`config.mk`:
```
export PLATFORM = sky130hd
export DESIGN_NAME = buddy_block_allocator_top_flat
export DESIGN_NICKNAME = d
export VERILOG_FILES = /design/src/design/bba_pkg.sv /design/src/design/bba_ifs.sv /design/src/design/bba_sizer.sv /design/src/design/buddy_block_allocator_top.sv /design/src/flat_wrapper.sv
export SDC_FILE = /design/constraint.sdc
export NUM_CORES = 2
export LEC_CHECK = 0
export BUFFER_PORTS_ARGS = -buffer_cell sky130_fd_sc_hd__buf_2
export CAP_MARGIN = 5
export CORE_MARGIN = 3
export CORE_UTILIZATION = 50
export CTS_CLUSTER_DIAMETER = 60
export DETAILED_ROUTE_END_ITERATION = 10
export GPL_ROUTABILITY_DRIVEN = 0
export GPL_TIMING_DRIVEN = 0
export PLACE_DENSITY = 0.68
export SYNTH_ARGS = -nofsm -noshare
export SYNTH_HDL_FRONTEND = slang
export SYNTH_SLANG_ARGS = --single-unit
export TNS_END_PERCENT = 100
```
`constraint.sdc`:
```
create_clock -name clk -period 39.6 [get_ports clk]
set_clock_uncertainty 0.15 [all_clocks]
set_input_delay 5.94 -clock clk [delete_from_list [all_inputs] [get_ports clk]]
set_output_delay 5.94 -clock clk [all_outputs]
set_load 0.01 [all_outputs]
```
`src/design/bba_pkg.sv`:
```
// ----------------------------------------------------------------------------
// bba_pkg
// Shared types and codes for the buddy block allocator.
// ----------------------------------------------------------------------------
package bba_pkg;

  localparam int ADDR_W   = 32;
  localparam int SIZE_W   = 11;
  localparam int ORDER_W  = 4;
  localparam int STATUS_W = 2;

  typedef logic [STATUS_W-1:0] status_t;

  localparam status_t STATUS_OK       = 2'd0;
  localparam status_t STATUS_NO_FIT   = 2'd1;
  localparam status_t STATUS_BAD_FREE = 2'd2;

  localparam logic ACT_ALLOC = 1'b0;
  localparam logic ACT_FREE  = 1'b1;

  typedef enum logic [3:0] {
    ST_CLEAR,
    ST_IDLE,
    ST_A_RD,
    ST_A_CK,
    ST_A_SPLIT,
    ST_F_RD,
    ST_F_CK,
    ST_F_BRD,
    ST_F_BCK,
    ST_F_MARK,
    ST_DONE
  } state_t;

endpackage

```
`src/design/bba_ifs.sv`:
```
// ----------------------------------------------------------------------------
// bba channel interfaces
// Request, response and base register write channels with valid/ready.
// ----------------------------------------------------------------------------
interface bba_req_if;
  logic                      valid;
  logic                      ready;
  logic                      action;
  logic [bba_pkg::SIZE_W-1:0] request_size;
  logic [bba_pkg::ADDR_W-1:0] free_address;
  modport source (output valid, action, request_size, free_address, input ready);
  modport sink   (input valid, action, request_size, free_address, output ready);
endinterface

interface bba_rsp_if;
  logic                        valid;
  logic                        ready;
  logic [bba_pkg::ADDR_W-1:0]  block_address;
  logic [bba_pkg::ORDER_W-1:0] block_order;
  bba_pkg::status_t            status;
  modport source (output valid, block_address, block_order, status, input ready);
  modport sink   (input valid, block_address, block_order, status, output ready);
endinterface

interface bba_cfg_if;
  logic                       valid;
  logic                       ready;
  logic [bba_pkg::ADDR_W-1:0] data;
  modport source (output valid, data, input ready);
  modport sink   (input valid, data, output ready);
endinterface

```
`src/design/bba_sizer.sv`:
```
// ----------------------------------------------------------------------------
// bba_sizer
// Rounds a request size up to a block order (minimum 1) and flags bad sizes.
// ----------------------------------------------------------------------------
module bba_sizer #(
  parameter int MaxOrder = 10
) (
  input  logic [bba_pkg::SIZE_W-1:0]    size,
  output logic [$clog2(MaxOrder+1)-1:0] want,
  output logic                          bad
);
  import bba_pkg::*;

  localparam int OW = $clog2(MaxOrder + 1);

  logic [SIZE_W-1:0] sm1;
  logic [3:0]        blen;

  // bit length of size-1 is the ceiling log2
  always_comb begin
    sm1  = size - SIZE_W'(1);
    blen = 4'd0;
    for (int i = 0; i < SIZE_W; i++) begin
      if (sm1[i]) blen = 4'(i + 1);
    end
    if (blen == 4'd0) blen = 4'd1;
  end

  assign bad  = (size == '0) || (32'(size) > (32'd1 << MaxOrder));
  assign want = OW'(blen);

endmodule

```
`src/design/buddy_block_allocator_top.sv`:
```
// ----------------------------------------------------------------------------
// buddy_block_allocator_top
// Buddy allocator over 2^MaxOrder units with a free-node bitmap and an order
// table, each held in a memory with one read and one write port, walked by a small
// sequencer.
// After reset the block runs a clearing pass over its memories and takes no
// request meanwhile (base writes are taken). One request is handled at a
// time. An allocate scans the bitmap one node at a time, from the first node
// of the wanted order upward in order; a free merges upward one level at a
// time while the buddy is free.
module buddy_block_allocator_top #(
  parameter int MaxOrder = 10
) (
  input logic clk,
  input logic rst,
  bba_req_if.sink   req,
  bba_rsp_if.source rsp,
  bba_cfg_if.sink   cfg
);
  import bba_pkg::*;

  localparam int NW = MaxOrder;
  localparam int OW = $clog2(MaxOrder + 1);
  localparam int TW = MaxOrder - 1;

  state_t state, state_next;

  logic [ADDR_W-1:0] base;
  logic [OW-1:0]     lvl;
  logic [OW-1:0]     want;
  logic [NW-1:0]     idx;
  logic [NW-1:0]     off;
  logic [NW-1:0]     ccnt;

  logic [ADDR_W-1:0] res_addr;
  logic [OW-1:0]     res_order;
  status_t           res_status;

  logic              out_valid;
  logic [ADDR_W-1:0] out_addr;
  logic [OW-1:0]     out_order;
  status_t           out_status;

  logic              fmap [2**NW];
  logic [OW-1:0]     otab [2**TW];
  logic              fmap_rd;
  logic [OW-1:0]     otab_rd;

  logic [NW-1:0] fmap_ra, fmap_wa;
  logic          fmap_we, fmap_wd;
  logic [TW-1:0] otab_ra, otab_wa;
  logic          otab_we;
  logic [OW-1:0] otab_wd;

  logic [OW-1:0]     sz_want;
  logic              sz_bad;
  logic [ADDR_W-1:0] rel;
  logic              rel_bad;
  logic [NW:0]       idx_inc;
  logic              lvl_last;
  logic [NW-1:0]     buddy;

  function automatic logic [NW-1:0] node_of(input logic [OW-1:0] k, input logic [NW-1:0] o);
    node_of = (NW'(1) << (MaxOrder - int'(k))) | (o >> k);
  endfunction

  bba_sizer #(.MaxOrder(MaxOrder)) u_sizer (
    .size (req.request_size),
    .want (sz_want),
    .bad  (sz_bad)
  );

  assign rel      = req.free_address - base;
  assign rel_bad  = ((rel >> MaxOrder) != '0) || rel[0];
  assign idx_inc  = {1'b0, idx} + (NW+1)'(1);
  assign lvl_last = ({1'b0, idx} & idx_inc) == '0;
  assign buddy    = node_of(lvl, off ^ (NW'(1) << lvl));

  assign req.ready = (state == ST_IDLE);
  assign cfg.ready = 1'b1;

  assign rsp.valid         = out_valid;
  assign rsp.block_address = out_addr;
  assign rsp.block_order   = ORDER_W'(out_order);
  assign rsp.status        = out_status;

  always_ff @(posedge clk) begin
    if (rst) state <= ST_CLEAR;
    else     state <= state_next;
  end

  always_comb begin
    state_next = state;
    fmap_ra    = idx;
    fmap_we    = 1'b0;
    fmap_wa    = idx;
    fmap_wd    = 1'b0;
    otab_ra    = off[NW-1:1];
    otab_we    = 1'b0;
    otab_wa    = off[NW-1:1];
    otab_wd    = '0;
    unique case (state)
      ST_CLEAR: begin
        fmap_we = 1'b1;
        fmap_wa = ccnt;
        fmap_wd = (ccnt == NW'(1));
        otab_we = 1'b1;
        otab_wa = ccnt[TW-1:0];
        if (ccnt == '1) state_next = ST_IDLE;
      end
      ST_IDLE: begin
        if (req.valid) begin
          if (req.action == ACT_ALLOC) state_next = sz_bad ? ST_DONE : ST_A_RD;
          else                         state_next = rel_bad ? ST_DONE : ST_F_RD;
        end
      end
      ST_A_RD: state_next = ST_A_CK;
      ST_A_CK: begin
        if (fmap_rd) begin
          fmap_we    = 1'b1;
          state_next = ST_A_SPLIT;
        end else if (lvl_last && lvl == OW'(MaxOrder)) begin
          state_next = ST_DONE;
        end else begin
          state_next = ST_A_RD;
        end
      end
      ST_A_SPLIT: begin
        if (lvl > want) begin
          fmap_we = 1'b1;
          fmap_wa = node_of(lvl - OW'(1), off | (NW'(1) << (lvl - OW'(1))));
          fmap_wd = 1'b1;
        end else begin
          otab_we    = 1'b1;
          otab_wd    = want;
          state_next = ST_DONE;
        end
      end
      ST_F_RD: state_next = ST_F_CK;
      ST_F_CK: begin
        if (otab_rd == '0) begin
          state_next = ST_DONE;
        end else begin
          otab_we    = 1'b1;
          state_next = ST_F_BRD;
        end
      end
      ST_F_BRD: begin
        fmap_ra    = buddy;
        state_next = (lvl == OW'(MaxOrder)) ? ST_F_MARK : ST_F_BCK;
      end
      ST_F_BCK: begin
        if (fmap_rd) begin
          fmap_we    = 1'b1;
          fmap_wa    = buddy;
          state_next = ST_F_BRD;
        end else begin
          state_next = ST_F_MARK;
        end
      end
      ST_F_MARK: begin
        fmap_we    = 1'b1;
        fmap_wa    = node_of(lvl, off);
        fmap_wd    = 1'b1;
        state_next = ST_DONE;
      end
      ST_DONE: begin
        if (!out_valid || rsp.ready) state_next = ST_IDLE;
      end
      default: state_next = ST_IDLE;
    endcase
  end

  // memories
  always_ff @(posedge clk) begin
    if (fmap_we) fmap[fmap_wa] <= fmap_wd;
    fmap_rd <= fmap[fmap_ra];
    if (otab_we) otab[otab_wa] <= otab_wd;
    otab_rd <= otab[otab_ra];
  end

  always_ff @(posedge clk) begin
    if (rst) begin
      base <= '0;
    end else if (cfg.valid) begin
      base <= cfg.data;
    end
  end

  // datapath under the sequencer
  always_ff @(posedge clk) begin
    if (rst) begin
      ccnt <= '0;
    end else begin
      unique case (state)
        ST_CLEAR: ccnt <= ccnt + NW'(1);
        ST_IDLE: begin
          off        <= rel[NW-1:0];
          want       <= sz_want;
          lvl        <= sz_want;
          idx        <= NW'(1) << (MaxOrder - int'(sz_want));
          res_addr   <= '0;
          res_order  <= '0;
          res_status <= (req.action == ACT_ALLOC) ? STATUS_NO_FIT : STATUS_BAD_FREE;
        end
        ST_A_CK: begin
          if (fmap_rd) begin
            off <= NW'({1'b0, idx} << lvl);
          end else if (lvl_last) begin
            if (lvl != OW'(MaxOrder)) begin
              lvl <= lvl + OW'(1);
              idx <= NW'(idx_inc >> 2);
            end
          end else begin
            idx <= idx_inc[NW-1:0];
          end
        end
        ST_A_SPLIT: begin
          if (lvl > want) begin
            lvl <= lvl - OW'(1);
          end else begin
            res_addr   <= base + ADDR_W'(off);
            res_order  <= want;
            res_status <= STATUS_OK;
          end
        end
        ST_F_CK: begin
          lvl       <= otab_rd;
          res_order <= otab_rd;
        end
        ST_F_BCK: begin
          if (fmap_rd) begin
            off <= off & ~(NW'(1) << lvl);
            lvl <= lvl + OW'(1);
          end
        end
        ST_F_MARK: res_status <= STATUS_OK;
        default: ;
      endcase
    end
  end

  // output register
  always_ff @(posedge clk) begin
    if (rst) begin
      out_valid <= 1'b0;
    end else if (state == ST_DONE && (!out_valid || rsp.ready)) begin
      out_valid  <= 1'b1;
      out_addr   <= res_addr;
      out_order  <= res_order;
      out_status <= res_status;
    end else if (rsp.ready) begin
      out_valid <= 1'b0;
    end
  end

  a_no_req_in_clear: assert property (@(posedge clk) disable iff (rst)
    state == ST_CLEAR |-> !req.ready)
    else $error("request taken during clearing pass");

  a_fail_is_empty: assert property (@(posedge clk) disable iff (rst)
    (rsp.valid && rsp.status != STATUS_OK) |-> (rsp.block_order == '0 &&
      rsp.block_address == '0))
    else $error("failed transaction carries address or order");

  a_split_above_want: assert property (@(posedge clk) disable iff (rst)
    state == ST_A_SPLIT |-> lvl >= want)
    else $error("split went below wanted order");

  a_level_range: assert property (@(posedge clk) disable iff (rst)
    (state == ST_F_BRD || state == ST_F_BCK || state == ST_A_CK) |->
      (lvl <= OW'(MaxOrder) && lvl != '0))
    else $error("level out of range");

  a_split_from_found: assert property (@(posedge clk) disable iff (rst)
    (state == ST_A_SPLIT && $past(state) != ST_A_SPLIT) |-> $past(state) == ST_A_CK)
    else $error("split entered without a found block");

endmodule

```
`src/flat_wrapper.sv`:
```
// flat-port wrapper written by rule: the top's interface ports become plain ports
module buddy_block_allocator_top_flat import bba_pkg::*;
#(
  parameter int MaxOrder = 10
)
  (clk, rst, req_valid, req_action, req_request_size, req_free_address, req_ready, rsp_valid, rsp_block_address, rsp_block_order, rsp_status, rsp_ready, cfg_valid, cfg_data, cfg_ready);
  bba_req_if req_i ();
  bba_rsp_if rsp_i ();
  bba_cfg_if cfg_i ();
  input logic clk;
  input logic rst;
  input wire logic [$bits(req_i.valid)-1:0] req_valid;
  input wire logic [$bits(req_i.action)-1:0] req_action;
  input wire logic [$bits(req_i.request_size)-1:0] req_request_size;
  input wire logic [$bits(req_i.free_address)-1:0] req_free_address;
  output wire logic [$bits(req_i.ready)-1:0] req_ready;
  output wire logic [$bits(rsp_i.valid)-1:0] rsp_valid;
  output wire logic [$bits(rsp_i.block_address)-1:0] rsp_block_address;
  output wire logic [$bits(rsp_i.block_order)-1:0] rsp_block_order;
  output wire logic [$bits(rsp_i.status)-1:0] rsp_status;
  input wire logic [$bits(rsp_i.ready)-1:0] rsp_ready;
  input wire logic [$bits(cfg_i.valid)-1:0] cfg_valid;
  input wire logic [$bits(cfg_i.data)-1:0] cfg_data;
  output wire logic [$bits(cfg_i.ready)-1:0] cfg_ready;
  assign req_i.valid = req_valid;
  assign req_i.action = req_action;
  assign req_i.request_size = req_request_size;
  assign req_i.free_address = req_free_address;
  assign req_ready = req_i.ready;
  assign rsp_valid = rsp_i.valid;
  assign rsp_block_address = rsp_i.block_address;
  assign rsp_block_order = rsp_i.block_order;
  assign rsp_status = rsp_i.status;
  assign rsp_i.ready = rsp_ready;
  assign cfg_i.valid = cfg_valid;
  assign cfg_i.data = cfg_data;
  assign cfg_ready = cfg_i.ready;
  buddy_block_allocator_top #(.MaxOrder(MaxOrder)) u_core (.clk(clk), .rst(rst), .req(req_i), .rsp(rsp_i), .cfg(cfg_i));
endmodule
```
==> run metrics <==
status complete, but fails checks; violated checks capacitance limit, slew limit; PortBufs 116; Worst setup SP type input port; Avg Cell Area, Syn 15.2 um2; Max Fclk 108 MHz; worst path arrival time just under 10 ns; nets@finish around 10k; Pwr Total 7.03 mW; pwr dens 45.1 mW/mm2; num ports 122; Synth cell types 89; cts bufs inserted approximately 330; Post-Syn Area 0.138 mm2; row cnt roughly 190; leak pwr 46.9 nW; Rel. slew slack -15.7%; global-route wire length before repair 622000 um; Post-synth top flop edfxtp_1; Period Utilization, post-route roughly a quarter; Die Ht between 500 and 600 um; Worst VDD drop 0.0364 mV; hold-fix buffers at CTS 0; layout cells sized above 1 between 10% and 20%; post-placement cell area between 0.1 and 0.15 mm2; Clk Latency, worst-skew pair 0.94 ns; first drt pass iteration count 9; antenna violations before repair 39; HPWL Detailed 304000 um; fill count 20.4k; Via density 6.63; final core utilization a little under three fifths; Tmin final 9.28 ns; Initial Util 50.5%; DR iter-0 viols 16.9k; Seq/Total Area, Yosys 70.1%; postcts setup bufs 0; met2 Usage GRT 45.9%; dpl cells 12.9k; clock sink total 3228; global route overflow 0; Max Cap Viol 7; GR Layer Usage met3 between 10% and 20%; die area about 0.28 mm2; CTS tree built; RSZ-0062 raised after global routing no; CTS max path bufs 4; Synth Instances 9071; final hold vios 0; Syn. warnings 0; Yosys reg bits 3228; # resized after CTS 0; Synthesized Nets 9232; Post-synth EDFFs 3176; DRC 0; Slew @ Worst Pin 1.73 ns; worst-path fanout max 3; WL per Instance 32.8 um; Post-Layout Cell Count between 10k and 15k; Pins Over Slew Limit slightly below 50; Hold Crit Class flop to flop; ANT nets after route 0; CP endpoint kind flop; Worst-path clk slew 0.06 ns; asr flop ratio synth 0%; total track usage 31.1%; Layout area overhead 13.4%; htree depth 5; Required @ worst endpoint 40.22 ns; Core ar. 0.272 mm2; drt total wl 444000 um; pin count of the biggest net entering global routing 124; gr busiest metal met2; Root Buffer clkbuf_16; met1 usage between 40 and 50%; vias in the first global route ~86k; final instance area 0.156 mm2; Die W 531 um; final setup fails 0; WS Path Type input port to flop; via count 89.9k; setup TNS 0 ns
==> final timing paths <==
kind | endpoint | slack (ns) | from | depth (start not counted)
max | u_core.state[3] | 30.32 | req_free_address[0] | 18
min reg2reg | u_core.rsp.block_address[1] | 0.27 | u_core.res_addr[1] | 0
min | u_core.rsp.block_address[1] | 0.27 | u_core.res_addr[1] | 0
max reg2reg | u_core.fmap_rd | 30.73 | u_core.lvl[0] | 19
==> kinds of logic after synthesis <==
family | Yosys count | synth area share (%)
AOI/OAI and AO/OA | 670 | 3.32
xor gates and xnor gates | 62 | 0.395
adders and majority gates | 80 | 0.739
and+or+nand+nor | 3443 | 10.3
muxes | 898 | 13.0
buffers and inverters | 689 | 2.19
DFF | 3228 | 70.1
other | 1 | 0.00273
==> worst max-delay path, cell delays in order <==
cell      delay, ns
buf_2          0.11
inv_1          0.05
ha_1           0.16
inv_1          0.06
fa_1           0.40
a21o_1         0.19
a21oi_1        0.26
o21ai_0        0.17
a221o_1        0.43
a21boi_0       0.43
o21bai_1       0.15
a2111o_1       0.45
a21oi_1        0.14
o211ai_1       0.11
nor4_1         0.31
buf_2          0.26
nand2b_1       0.15
o22ai_1        0.10
==> placed cells by master, fill, tap and decap left out, drive strengths merged, types with 18 or more instances in the layout <==
master / n
a32oi: 54
o22ai: 46
ha: 78
nor4: 25
diode: 36
clkinv: 136
nor2b: 27
a31oi: 92
edfxtp: 3176
a221oi: 19
buf: 622
mux2: 19
nor2: 1747
nand2b: 29
o21ai: 101
mux4: 705
bufinv: 31
nand3: 331
nand2: 1053
a21oi: 141
nand4: 61
nor3: 45
a21o: 32
clkbuf: 661
mux2i: 174
xnor2: 48
inv: 103
dfxtp: 52
and3: 43
a211oi: 18
==> routing by layer <==
metal / vias to the layer above / routed length, um
met3: 1557 / 67400
met5: - / 210
met1: 44900 / 154000
met4: 26 / 28700
met2: 7548 / 194000
li1: 35800 / -
==> state kept, by name, indices dropped and copies added (netlist names) <==
register	flops
u_core.res_status	2
u_core.rsp.status	2
u_core.idx	10
u_core.otab	2048
u_core.res_order	4
u_core.ccnt	10
u_core.want	4
u_core.off	10
u_core.state	4
u_core.rsp.block_address	32
u_core.otab_rd	4
u_core.rsp.block_order	4
u_core.base	32
u_core.res_addr	32
u_core.fmap_rd	1
u_core.lvl	4
u_core.rsp.valid	1
u_core.fmap	1024
==> cells in the mapped netlist (24+ instances only) <==
cell	number	area (um2)
nor4_1	24	150
edfxtp_1	3176	95400
buf_1	81	304
nor2b_1	27	169
o21ai_0	88	440
a31oi_1	91	569
inv_1	86	323
buf_4	24	180
buf_2	232	1160
nand2_1	1053	3950
clkbuf_1	258	968
nor2_1	1746	6550
a21o_1	32	240
and3_1	43	269
mux4_2	705	15900
nand4_1	61	382
mux2i_1	174	1740
a21oi_1	141	706
nand2b_1	29	181
xnor2_1	48	420
dfxtp_1	52	1040
a32oi_1	54	473
o22ai_1	46	288
nor3_1	44	220
ha_1	78	976
nand3_1	329	1650
==> where the power goes <==
group          switching (mW)  total (mW)  internal [mW]  leakage, nW
sequential            0.00359        3.74           3.74         26.9
clock                    1.35        3.14           1.79         5.23
combinational           0.113       0.150         0.0370         14.8
total                    1.47        7.03           5.56         46.9
==> area by class of cell <==
| type | count | area (um2) | area share (%) |
|---|---|---|---|
| sequential | 3228 | 96400 | 61.8 |
| inverter | 87 | 327 | 0.209 |
| tap | 3570 | 4470 | 2.86 |
| clock buffer | 402 | 8740 | 5.60 |
| buffer | 602 | 2750 | 1.76 |
| antenna | 36 | 90.1 | 0.0578 |
| clock inverter | 195 | 2050 | 1.31 |
| multi-input combinational | 5154 | 38200 | 24.5 |
| timing repair buffer | 279 | 2870 | 1.84 |
==> per-stage QoR <==
| stage | hold slack, ns | setup slack (ns) |
|---|---|---|
| detailed placement | 0.255 | 29.45 |
| finish | 0.267 | 30.32 |
| global placement | 0.251 | -7.04 |
| global route | 0.274 | 30.13 |
| floorplan | 0.250 | 14.23 |
| CTS | 0.268 | 30.41 |
No activity file was read; power rests on OpenSTA's default activity.
